$ cat src/design/chacha_pkg.sv
`timescale 1ns / 1ps
// ----------------------------------------------------------------------------
// chacha_pkg
// shared types and constants for the chacha keystream byte cipher
// ----------------------------------------------------------------------------
package chacha_pkg;
	localparam int unsigned REG_COUNT   = 8;
	localparam int unsigned CFG_IDX_W   = 3;
	localparam int unsigned CFG_DATA_W  = 64;
	localparam logic [4:0]  ROUNDS_RST  = 5'd20;

	localparam logic [31:0] SIGMA0 = 32'h61707865;
	localparam logic [31:0] SIGMA1 = 32'h3320646e;
	localparam logic [31:0] SIGMA2 = 32'h79622d32;
	localparam logic [31:0] SIGMA3 = 32'h6b206574;

	typedef enum logic [CFG_IDX_W-1:0] {
		REG_KEY01   = 3'd0,
		REG_KEY23   = 3'd1,
		REG_KEY45   = 3'd2,
		REG_KEY67   = 3'd3,
		REG_NONCE01 = 3'd4,
		REG_NONCE2  = 3'd5,
		REG_CTR     = 3'd6,
		REG_ROUNDS  = 3'd7
	} reg_idx_t;

	typedef enum logic [2:0] {
		ST_IDLE,
		ST_LOAD,
		ST_ROUND,
		ST_FINAL,
		ST_OUT
	} state_t;

	// controller -> datapath
	typedef struct packed {
		logic load;      // load initial state into working regs
		logic qr_step;   // run one half-quarter-round step (4 parallel lanes)
		logic finalize;  // add input words back into block
		logic emit;      // produce one output byte
		logic restart;   // config write: reset counter/position
	} dp_cmd_t;

	// datapath -> controller
	typedef struct packed {
		logic need_block; // next byte needs a fresh block
		logic last_step;  // current step is last of the rounds
	} dp_stat_t;

	function automatic logic [31:0] rotl(input logic [31:0] v, input int unsigned s);
		rotl = (v << s) | (v >> (32 - s));
	endfunction
endpackage

$ cat src/design/chacha_ctrl.sv
`timescale 1ns / 1ps
// ----------------------------------------------------------------------------
// chacha_ctrl
// sequencer: takes an item, makes a block when needed, holds result
// ----------------------------------------------------------------------------
module chacha_ctrl (
	input  logic                 clk,
	input  logic                 arst_n,
	input  logic                 in_valid,
	output logic                 in_ready,
	output logic                 out_valid,
	input  logic                 out_ready,
	output logic                 cfg_ready,
	input  logic                 cfg_wr,
	input  chacha_pkg::dp_stat_t stat,
	output chacha_pkg::dp_cmd_t  cmd
);
	import chacha_pkg::*;

	state_t state_q, state_d;

	always_ff @(posedge clk or negedge arst_n) begin
		if (!arst_n) state_q <= ST_IDLE;
		else state_q <= state_d;
	end

	always_comb begin
		state_d     = state_q;
		cmd         = '0;
		cmd.restart = cfg_wr;
		in_ready    = 1'b0;
		out_valid   = 1'b0;
		cfg_ready   = 1'b0;
		unique case (state_q)
			ST_IDLE: begin
				// a register write wins over a new item
				cfg_ready = 1'b1;
				in_ready  = !cfg_wr;
				if (in_valid && !cfg_wr) begin
					if (stat.need_block) begin
						cmd.load = 1'b1;
						state_d  = ST_LOAD;
					end else begin
						cmd.emit = 1'b1;
						state_d  = ST_OUT;
					end
				end
			end
			ST_LOAD: begin
				if (stat.last_step) state_d = ST_FINAL;
				else state_d = ST_ROUND;
			end
			ST_ROUND: begin
				if (stat.last_step) state_d = ST_FINAL;
				else cmd.qr_step = 1'b1;
			end
			ST_FINAL: begin
				cmd.finalize = 1'b1;
				cmd.emit     = 1'b1;
				state_d      = ST_OUT;
			end
			ST_OUT: begin
				out_valid = 1'b1;
				if (out_ready) begin
					in_ready = 1'b1;
					if (in_valid) begin
						if (stat.need_block) begin
							cmd.load = 1'b1;
							state_d  = ST_LOAD;
						end else begin
							cmd.emit = 1'b1;
							state_d  = ST_OUT;
						end
					end else begin
						state_d = ST_IDLE;
					end
				end
			end
			default: state_d = ST_IDLE;
		endcase
	end
endmodule

$ cat config.mk
export PLATFORM = sky130hd
export DESIGN_NAME = chacha_ctrl
export DESIGN_NICKNAME = d
export VERILOG_FILES = /design/src/design/chacha_pkg.sv /design/src/design/chacha_ctrl.sv
export SDC_FILE = /design/constraint.sdc
export NUM_CORES = 1
export LEC_CHECK = 0
export BUFFER_PORTS_ARGS = -buffer_cell sky130_fd_sc_hd__buf_2
export CORE_AREA = 3 3 40 42
export CTS_CLUSTER_DIAMETER = 120
export DETAILED_ROUTE_END_ITERATION = 8
export DIE_AREA = 0 0 43 45
export GPL_ROUTABILITY_DRIVEN = 1
export GPL_TIMING_DRIVEN = 0
export PLACE_DENSITY_LB_ADDON = 0.1
export SYNTH_ARGS = -nofsm -noshare
export SYNTH_HDL_FRONTEND = slang
export SYNTH_SLANG_ARGS = --single-unit
$ cat constraint.sdc
create_clock -name clk -period 1.1 [get_ports clk]
set_input_delay 0.055 -clock clk [delete_from_list [all_inputs] [get_ports clk]]
set_output_delay 0.055 -clock clk [all_outputs]
set_load 0.05 [all_outputs]
==> metrics.md, run 1 <==
| Metric | Value |
|---|---|
| Status | finished, violations left |
| Failing checks | negative setup slack |
| Max Root-Sink Buffers | 2 |
| Fin. Hold Viols | 0 |
| Die outline height | between 40 and 50 um |
| Gr usage total | between 10% and 20% |
| Die Area | slightly below 2000 um^2 |
| DR vias | about 370 |
| Worst Hold End | state_q[2] |
| Slew at the pin with the worst max-slew slack | 0.282 ns |
| Antenna violations before repair | 0 |
| Post-synth cell types | 24 |
| H-tree levels | 1 |
| Worst slew margin relative to its limit | just over 80% |
| Clock Skews | ~0.0014 ns |
| YS warnings | 0 |
| Fin util | between 50% and 60% |
| Met2 routed WL | roughly 530 um |
| Post-Route WL | 1020 um |
| Placed cell area | around 420 um^2 |
| Hold Crit Depth | 2 |
| Sequential fraction of the synthesis area | 29.0% |
| Maximum clock frequency | 684 MHz |
| Finished Cell Area | 704 um^2 |
| Largest Register | state_q |
| Critical-path cell list | buf_6 -> nor2_4 -> o211ai_1 -> buf_4 -> o21ai_4 -> buf_6 |
| Fin nets | 75 |
| Crit. End Element | primary output |
| Cells after synthesis | 32 |
| Highest net fanout along the worst path | 5 |
| Clock Sinks | 3 |
| PwrDens | between 3000 and 4000 nW/um^2 |
| Max Transition Viols Final | 0 |
| Crit-path most repeated cell | buf_6 |
| Vias/cell | roughly 4.5 |
| Final Setup Violations | 9 |
| Tcrit/Tclk final | 133% |
| Max-cap violations | 0 |
| #FFs+latches synth | 3 |
| Hold Slack | roughly 0.083 ns |
| Max FFs per register | 3 |
| Number of port buffers | 14 |
| Clock transition at path regs | 0.04 ns |
| Num CTS Buffers | 3 |
| Grt ovf | 0 |
| Mapped Area | 259 um^2 |
| DRC | 0 |
| WP data arrival | around 1.4 ns |
| Clock Tree Root | clkbuf_4 |
| VDD IR max | roughly 1.9 mV |
| Worst Path Required | around 1.0 ns |
| Crit path time final | ~1.5 ns |
| Drt wl/cell | roughly 12 um |
| Reg2Reg Launch Point | state_q[0] |
| Routability cong. | about 0.74 |
| Initial Util | about 20% |
| Share of layout cells above drive strength 1 | between 80% and 90% |
| Routed Antenna Nets | 0 |
| DRT iter0 DRCs | 0 |
| CP max-delay cell | dfrtp_1 |
| Std-Cell Rows | 13 |
| Die W | roughly 43 um |
| Layout Area Growth over Synthesis | 172% |
| Metal-1 WL | slightly below 400 um |
| R2R depth | 6 |
| Setup slack at placement | -0.222 ns |
| RR Endpoint | state_q[0] |
| First-pass GRT wire length | around 1700 um |
| Setup WS post-layout | -0.361 ns |
| Post-DP HPWL | around 560 um |
| Synthesized Nets | 39 |
| Crit Path Class | reg -> out |
| N_diodes | 0 |
| Unrepaired setup endpoints after global routing | yes |
| Max Used Layer | met4 |
| Static Leak | between 0.0003 and 0.0004 uW |
| Top Registers | state_q (3) |
| CP max stage delay | 0.37 ns |
| WL met3 | 56 um |
| Final setup TNS | -2.27 ns |
| Hold Path Origin | out_ready |
| Number of global-route vias before repair | roughly 410 |
| Worst R2R Setup Slack | -0.23 ns |
| Clk Latency, worst-skew pair | ~0.24 ns |
| Core area | roughly 1300 um^2 |
| Syn Area/Cell | between 8 and 9 um^2 |
| Ports | 15 |
| CP Launch Type | flip-flop |
| Min-delay worst type | in -> reg |
| Largest net degree at the start of global routing | 7 |
| Initial DRT Pass Iterations | 1 |
| TritonCTS clock tree | done |
cells in the mapped netlist:
cell       number  area (um^2)
a2111oi_0       1         8.76
a221oi_1        1         8.76
a31oi_1         1         6.26
and2_1          1         6.26
and3_1          1         6.26
and4bb_1        1         12.5
buf_2           2         10.0
buf_4           1         7.51
buf_6           1         11.3
dfrtp_1         3         75.1
inv_1           2         7.51
nand2_1         3         11.3
nor2_1          3         11.3
nor2_2          1         6.26
nor3_1          1         5.00
nor3b_1         1         7.51
nor4b_1         1         8.76
o211ai_1        1         7.51
o21a_1          1         7.51
o21ai_0         1         5.00
o21ai_1         1         5.00
o221ai_1        1         8.76
or2_1           1         6.26
xnor2_1         1         8.76
worst max-delay path by stage:
| stage | startpoint | endpoint | slack (ns) |
|---|---|---|---|
| floorplan | state_q[2] | cfg_ready | -0.13 |
| global placement | state_q[2] | cmd[1] | -0.22 |
| detailed placement | state_q[2] | cmd[1] | -0.22 |
| CTS | state_q[2] | cmd[1] | -0.37 |
| global route | state_q[2] | cmd[1] | -0.45 |
| finish | state_q[0] | cmd[1] | -0.36 |
cell families after synthesis:
kind of cell / Yosys count / synth area share, %
AOI/OAI and AO/OA: 8 / 22.2
xor gates and xnor gates: 1 / 3.38
buffers and inverters: 6 / 14.0
DFF: 3 / 29.0
and+or+nand+nor: 14 / 31.4
where the power goes:
part / total (uW) / internal [uW] / switching (uW)
clock network: 200 / 136 / 63.7
logic: 1990 / 1000 / 988
registers: 195 / 166 / 28.8
total: 2390 / 1310 / 1080
per-stage QoR:
stage / total power (uW) / cells
4_1_cts: 2230 / 80
6_report: 2390 / 82
3_5_place_dp: 1350 / 61
2_1_floorplan: 1160 / 32
3_3_place_gp: 1350 / 61
5_1_grt: 2550 / 82
cell usage in the layout (no fill, tap or decap), drive strengths merged:
cell type,n
nor3,1
or2,1
xnor2,1
a2111oi,1
and2,1
dfrtp,3
nand2,3
and4bb,1
inv,1
clkinvlp,1
nor3b,1
o21ai,2
o221ai,1
and3,1
nor2,4
a221oi,1
a31oi,1
dlygate4sd3,1
o21a,1
o211ai,1
buf,34
nor4b,1
clkbuf,4
final cells by class:
cell class                      count  area [um^2]
Buffer                              4         41.3
Clock buffer                        4         26.3
Fill cell                         121          581
Inverter                            2         11.3
Multi-Input combinational cell     23          262
Sequential cell                     3         75.1
Tap cell                           15         18.8
Timing Repair Buffer               31          270
critical path, delay by kind of cell (launching register included):
family | cells | cell delay (ns)
simple gates | 1 | 0.13
flops | 1 | 0.37
buf+inv | 3 | 0.46
compound gates | 2 | 0.21
layer usage:
metal,GRT usage (%),vias up
met5,0,-
met4,13.9,0
met3,3.19,4
met2,18.9,16
met1,13.3,169
li1,-,184
what timing repair did:
item,4_1_cts,5_1_grt
buffers inserted,14,3
gates resized for setup,28,8
endpoints found under the hold margin,3,0
hold buffers,1,0
endpoints found under the setup margin,9,9
pin swaps,8,8
Power figures use the tool's default switching activity.
==> inputs of run 2 (changes only) <==
CAP_MARGIN = 20   (was unset)
CELL_PAD_IN_SITES_DETAIL_PLACEMENT = 0   (was unset)
CELL_PAD_IN_SITES_GLOBAL_PLACEMENT = 1   (was unset)
==> metrics.md, run 2 (synthesis results as in run 1) <==
| Metric | Value |
|---|---|
| Number of global-route vias before repair | 366 (was 412) |
| Dpl cells | 61 (unchanged) |
| Std-Cell Rows | 13 (unchanged) |
| Gr usage total | 11.2% (was 12.4%) |
| Top Registers | state_q (3) (unchanged) |
| WP data arrival | 1.41 ns (about the same) |
| CP max-delay cell | dfrtp_1 (unchanged) |
| CP max stage delay | 0.38 ns (was 0.37 ns) |
| Clock Tree Root | clkbuf_4 (unchanged) |
| Placed cell area | 420 um^2 (unchanged) |
| H-tree levels | 1 (unchanged) |
| Antenna violations before repair | 0 (unchanged) |
| Clk network pwr share | 8.5% (was 8.4%) |
| Max FFs per register | 3 (unchanged) |
| Unrepaired setup endpoints after global routing | yes (unchanged) |
| Worst Hold End | state_q[2] (unchanged) |
| RR Endpoint | state_q[0] (unchanged) |
| Comb pwr share | 81.4% (was 83.5%) |
| Internal power | 1230 uW (was 1310 uW) |
| Switching Share | 44.8% (was 45.3%) |
| Post-Route WL | 920 um (was 1020 um) |
| Share of layout cells above drive strength 1 | 74.6% (was 80.6%) |
| Max-cap violations | 0 (unchanged) |
| Fin nets | 71 (was 75) |
| Most frequent cells in the layout | buf_6 (13), buf_4 (7), buf_2 (7) (was buf_6 (13), buf_4 (12), buf_2 (7)) |
| Most common cell after layout, fill and taps aside | buf_6 (unchanged) |
| Slew at the pin with the worst max-slew slack | 0.338 ns (was 0.282 ns) |
| Clock Skews | 0.00592 ns (was 0.00145 ns) |
| CP Launch Type | flip-flop (unchanged) |
| Num CTS Buffers | 3 (unchanged) |
| Max Transition Viols Final | 0 (unchanged) |
| Largest net degree at the start of global routing | 6 (was 7) |
| Finished Cell Area | 652 um^2 (was 704 um^2) |
| Status | finished, violations left (unchanged) |
| TritonCTS clock tree | done (unchanged) |
| Max Root-Sink Buffers | 2 (unchanged) |
| Drt wl/cell | 11.8 um (was 12.5 um) |
| Fin. Hold Viols | 0 (unchanged) |
| Worst Path Required | 1.04 ns (about the same) |
| DR vias | 348 (was 373) |
| Reg2Reg Launch Point | state_q[2] (was state_q[0]) |
| Die outline height | 45 um (unchanged) |
| Hold Crit Depth | 2 (unchanged) |
| Clock transition at path regs | 0.03 ns (was 0.04 ns) |
| Layout Area Growth over Synthesis | 152% (was 172%) |
| Non-Filler Instances | 78 (was 82) |
| Routability cong. | 0.633 (was 0.739) |
| Tcrit/Tclk final | 133% (about the same) |
| Die W | 43 um (unchanged) |
| VDD IR max | 1.34 mV (was 1.91 mV) |
| Clk Latency, worst-skew pair | 0.23 ns (was 0.24 ns) |
| Core area | 1280 um^2 (unchanged) |
| Number of port buffers | 14 (unchanged) |
| Hold Slack | 0.103 ns (was 0.0826 ns) |
| Maximum clock frequency | 684 MHz (about the same) |
| Highest net fanout along the worst path | 5 (unchanged) |
| Post-DP HPWL | 565 um (was 561 um) |
| Largest Register | state_q (unchanged) |
| R2R depth | 6 (unchanged) |
| Hold Path Origin | out_ready (unchanged) |
| Initial DRT Pass Iterations | 3 (was 1) |
| Crit Path Class | reg -> out (unchanged) |
| Grt ovf | 0 (unchanged) |
| DRC | 0 (unchanged) |
| Min-delay worst type | in -> reg (unchanged) |
| Failing checks | negative setup slack (unchanged) |
| Crit path time final | 1.46 ns (about the same) |
| PwrDens | 3410 nW/um^2 (was 3390 nW/um^2) |
| N_diodes | 0 (unchanged) |
| DRT iter0 DRCs | 4 (was 0) |
| Worst R2R Setup Slack | -0.22 ns (was -0.23 ns) |
| First-pass GRT wire length | 1640 um (was 1730 um) |
| Die Area | 1940 um^2 (unchanged) |
| Switch Pwr | 996 uW (was 1080 uW) |
| Crit. End Element | primary output (unchanged) |
| Part of the power in registers | 10.1% (was 8.2%) |
| Final Setup Violations | 9 (unchanged) |
| Setup WS post-layout | -0.363 ns (was -0.361 ns) |
| Power Total | 2220 uW (was 2390 uW) |
| Critical-path cell list | buf_6 -> and2_4 -> o211ai_1 -> buf_4 -> o21ai_4 -> buf_6 (was buf_6 -> nor2_4 -> o211ai_1 -> buf_4 -> o21ai_4 -> buf_6) |
| Initial Util | 20.2% (unchanged) |
| Crit-path most repeated cell | buf_6 (unchanged) |
| Ports | 15 (unchanged) |
| Routed Antenna Nets | 0 (unchanged) |
| Clock Sinks | 3 (unchanged) |
| Worst slew margin relative to its limit | 77.4% (was 81.2%) |
| Vias/cell | 4.46 (was 4.55) |
| Static Leak | 0.000292 uW (was 0.000324 uW) |
## run 2: cell types whose count changed in the layout (fill, tap and decap cells not counted), sizes merged
cell  delta
buf      -4
## run 2: metal layers
layer,vias to the layer above,track usage (%),wire [um]
met1,162,14.8,412
met4,0,5.42,0
met2,10,17.4,461
met5,-,0,0
li1,176,-,-
met3,0,2.39,46
## run 2: worst max path at each step
stage                     startpoint    endpoint  depth (start not counted)
after floorplan           state_q[2]   cfg_ready                          2
after global placement    state_q[2]      cmd[1]                          5
after detailed placement  state_q[2]  state_q[2]                          4
after CTS                 state_q[2]      cmd[1]                          6
after global routing      state_q[2]      cmd[1]                          6
final                     state_q[2]      cmd[1]                          6
## run 2: power by group through the flow
stage | sequential [uW] | combinational [uW] | clock [uW]
final | 224 | 1810 | 190
after floorplan | 189 | 976 | 0
after global placement | 194 | 1150 | 0
after detailed placement | 197 | 1160 | 0
after CTS | 194 | 1790 | 198
after global routing | 236 | 1910 | 207
## run 2: stage by stage
step,setup slack (ns),TNS (ns),utilization [%]
after CTS,-0.361,-2.26,49.5
final,-0.363,-2.30,50.7
after global routing,-0.445,-2.89,50.7
after global placement,-0.214,-0.868,32.7
after floorplan,-0.133,-0.563,-
after detailed placement,-0.236,-0.923,32.7
## run 2: layout make-up
| type | count | area [um^2] |
|---|---|---|
| clock buffer | 4 | 26.3 |
| tap | 15 | 18.8 |
| timing repair buffer | 28 | 264 |
| fill | 123 | 633 |
| multi-input combinational | 23 | 225 |
| buffer | 3 | 30.0 |
| inverter | 2 | 11.3 |
| sequential | 3 | 76.3 |
## run 2: worst max-delay path: cells and delay by family (launching register included)
family | cells | cell delay (ns)
AOI/OAI and AO/OA | 2 | 0.20
DFF | 1 | 0.38
and+or+nand+nor | 1 | 0.16
buffers and inverters | 3 | 0.44
## run 2: timing repair
item	CTS	global route
buffers inserted	11	2
setup endpoints to repair	9	9
hold buffers	1	0
resized for setup	25	5
pin swaps	8	3
hold endpoints to repair	3	0
gates cloned	0	0
==> inputs of run 3 (changes only) <==
BUFFER_PORTS_ARGS = unset   (was -buffer_cell sky130_fd_sc_hd__buf_2)
CTS_CLUSTER_SIZE = 28   (was unset)
DONT_BUFFER_PORTS = 1   (was unset)
clock period = 1.6 ns   (was 1.1 ns; I/O delays follow)
==> metrics.md, run 3 (synthesis results as in run 1) <==
| Metric | Value |
|---|---|
| Status | finished clean (was finished, violations left) |
| Hold Crit Depth | 1 (was 2) |
| Static Leak | 0.000176 uW (was 0.000292 uW) |
| Largest net degree at the start of global routing | 11 (was 6) |
| Slew at the pin with the worst max-slew slack | 0.735 ns (was 0.338 ns) |
| R2R depth | 4 (was 6) |
| Top Registers | state_q (3) (unchanged) |
| Gr usage total | 7.84% (was 11.2%) |
| Share of layout cells above drive strength 1 | 45.0% (was 74.6%) |
| CP max-delay cell | o21ai_4 (was dfrtp_1) |
| Clock Tree Root | clkbuf_4 (unchanged) |
| DRC | 0 (unchanged) |
| First-pass GRT wire length | 1160 um (was 1640 um) |
| WP data arrival | 1.45 ns (was 1.41 ns) |
| H-tree levels | 1 (unchanged) |
| Grt ovf | 0 (unchanged) |
| Die Area | 1940 um^2 (unchanged) |
| Routed Antenna Nets | 0 (unchanged) |
| Drt wl/cell | 12.5 um (was 11.8 um) |
| Worst Path Required | 1.52 ns (was 1.04 ns) |
| Seq. cell area | 75.1 um^2 (was 76.3 um^2) |
| Vias/cell | 4.67 (was 4.46) |
| Number of global-route vias before repair | 272 (was 366) |
| Clock Skews | 0.00137 ns (was 0.00592 ns) |
| Footprint of the multi-input gates | 213 um^2 (was 225 um^2) |
| CP Launch Type | flip-flop (unchanged) |
| Die outline height | 45 um (unchanged) |
| Clock transition at path regs | 0.03 ns (about the same) |
| Final Setup Violations | 0 (was 9) |
| Fin nets | 48 (was 71) |
| Crit. End Element | primary output (unchanged) |
| Fin. Hold Viols | 0 (unchanged) |
| Std-Cell Rows | 13 (unchanged) |
| Dpl cells | 47 (was 61) |
| Num CTS Buffers | 3 (unchanged) |
| DRT iter0 DRCs | 1 (was 4) |
| Maximum clock frequency | ~650 MHz |
| Initial Util | 20.2% (unchanged) |
| Crit Path Class | reg -> out (unchanged) |
| Metal-1 WL | 296 um (was 412 um) |
| Routability cong. | 0.677 (was 0.633) |
| CP max stage delay | 0.39 ns (was 0.38 ns) |
| Crit path time final | about 1.5 ns |
| Tcrit/Tclk final | between 90% and 100% |
| Met2 routed WL | 318 um (was 461 um) |
| Max Transition Viols Final | 0 (unchanged) |
| Clock Sinks | 3 (unchanged) |
| Largest Register | state_q (unchanged) |
| Layout Area Growth over Synthesis | 58.9% (was 152%) |
| Core area | 1280 um^2 (unchanged) |
| Max FFs per register | 3 (unchanged) |
| WL met3 | 71 um (was 46 um) |
| Critical-path cell list | buf_6 -> nor2_4 -> o211ai_1 -> o21ai_4 (was buf_6 -> and2_4 -> o211ai_1 -> buf_4 -> o21ai_4 -> buf_6) |
| Clk Latency, worst-skew pair | 0.23 ns (about the same) |
| Number of port buffers | 0 (was 14) |
| Fill cells | 141 (was 123) |
| Die W | 43 um (unchanged) |
| Post-Route WL | 686 um (was 920 um) |
| Setup WS post-layout | 0.0686 ns (was -0.363 ns) |
| Ports | 15 (unchanged) |
| Initial DRT Pass Iterations | 4 (was 3) |
| Hold Slack | 0.00952 ns (was 0.103 ns) |
| Max Root-Sink Buffers | 2 (unchanged) |
| Max-cap violations | 0 (unchanged) |
| DR vias | 257 (was 348) |
| Post-DP HPWL | 516 um (was 565 um) |
| Antenna violations before repair | 0 (unchanged) |
| TritonCTS clock tree | done (unchanged) |
| Setup slack at placement | -0.104 ns (was -0.236 ns) |
| PwrDens | 2590 nW/um^2 (was 3410 nW/um^2) |
| Non-Filler Instances | 55 (was 78) |
| Highest net fanout along the worst path | 8 (was 5) |
| Worst slew margin relative to its limit | 50.8% (was 77.4%) |
| VDD IR max | 0.841 mV (was 1.34 mV) |
| Min-delay worst type | in -> reg (unchanged) |
| Most frequent cells in the layout | buf_6 (3), nand2_1 (3), buf_4 (3), clkbuf_4 (3), dfrtp_1 (3) (was buf_6 (13), buf_4 (7), buf_2 (7)) |
| N_diodes | 0 (unchanged) |
| Max Used Layer | met3 (unchanged) |
| Final setup TNS | 0 ns (was -2.30 ns) |
## run 3: cell type report
class,count,share of cell area (%)
clock buffers,4,6.38
inverters,2,1.82
plain buffers,4,10.0
flip-flops and latches,3,18.2
repair buffers,4,7.29
well taps,15,4.56
multi-input cells,23,51.7
## run 3: repair_timing
| item | in CTS | in global routing |
|---|---|---|
| hold buffers | 1 | 0 |
| gates resized for setup | 7 | 8 |
| setup endpoints to repair | 3 | 5 |
| cloned | 0 | 1 |
| pin swaps | 1 | 6 |
| endpoints found under the hold margin | 3 | 0 |
| buffers inserted | 0 | 2 |
## run 3: power breakdown
group | internal [uW] | switching [uW]
registers | 114 | 20.6
clock network | 93.1 | 34.6
logic | 291 | 512
total | 499 | 568
## run 3: routing by layer
layer	GRT usage, %	vias to the layer above
met5	0	-
met4	3.61	0
met3	2.39	0
met2	12.0	12
met1	10.2	114
li1	-	131
## run 3: worst paths after layout
kind	from	endpoint	slack, ns
hold / removal	stat[1]	state_q[2]	0.01
setup reg to reg	state_q[2]	state_q[2]	0.28
min in group asynchronous	arst_n	state_q[1]	0.10
max in group asynchronous	arst_n	state_q[2]	1.35
hold reg to reg	state_q[0]	state_q[1]	0.67
setup / recovery	state_q[0]	cmd[1]	0.07
## run 3: per-stage QoR
step	area (um^2)	power, uW	utilization (%)
2_1_floorplan	273	683	-
6_report	412	1070	32.0
4_1_cts	365	959	28.4
3_5_place_dp	292	746	22.7
5_1_grt	412	1140	32.0
3_3_place_gp	292	744	22.7
## run 3: worst max-delay path: cells and delay by family, from the launching register on
family	cells	cell delay, ns
compound gates	2	0.57
flops	1	0.36
simple gates	1	0.15
buf+inv	1	0.14
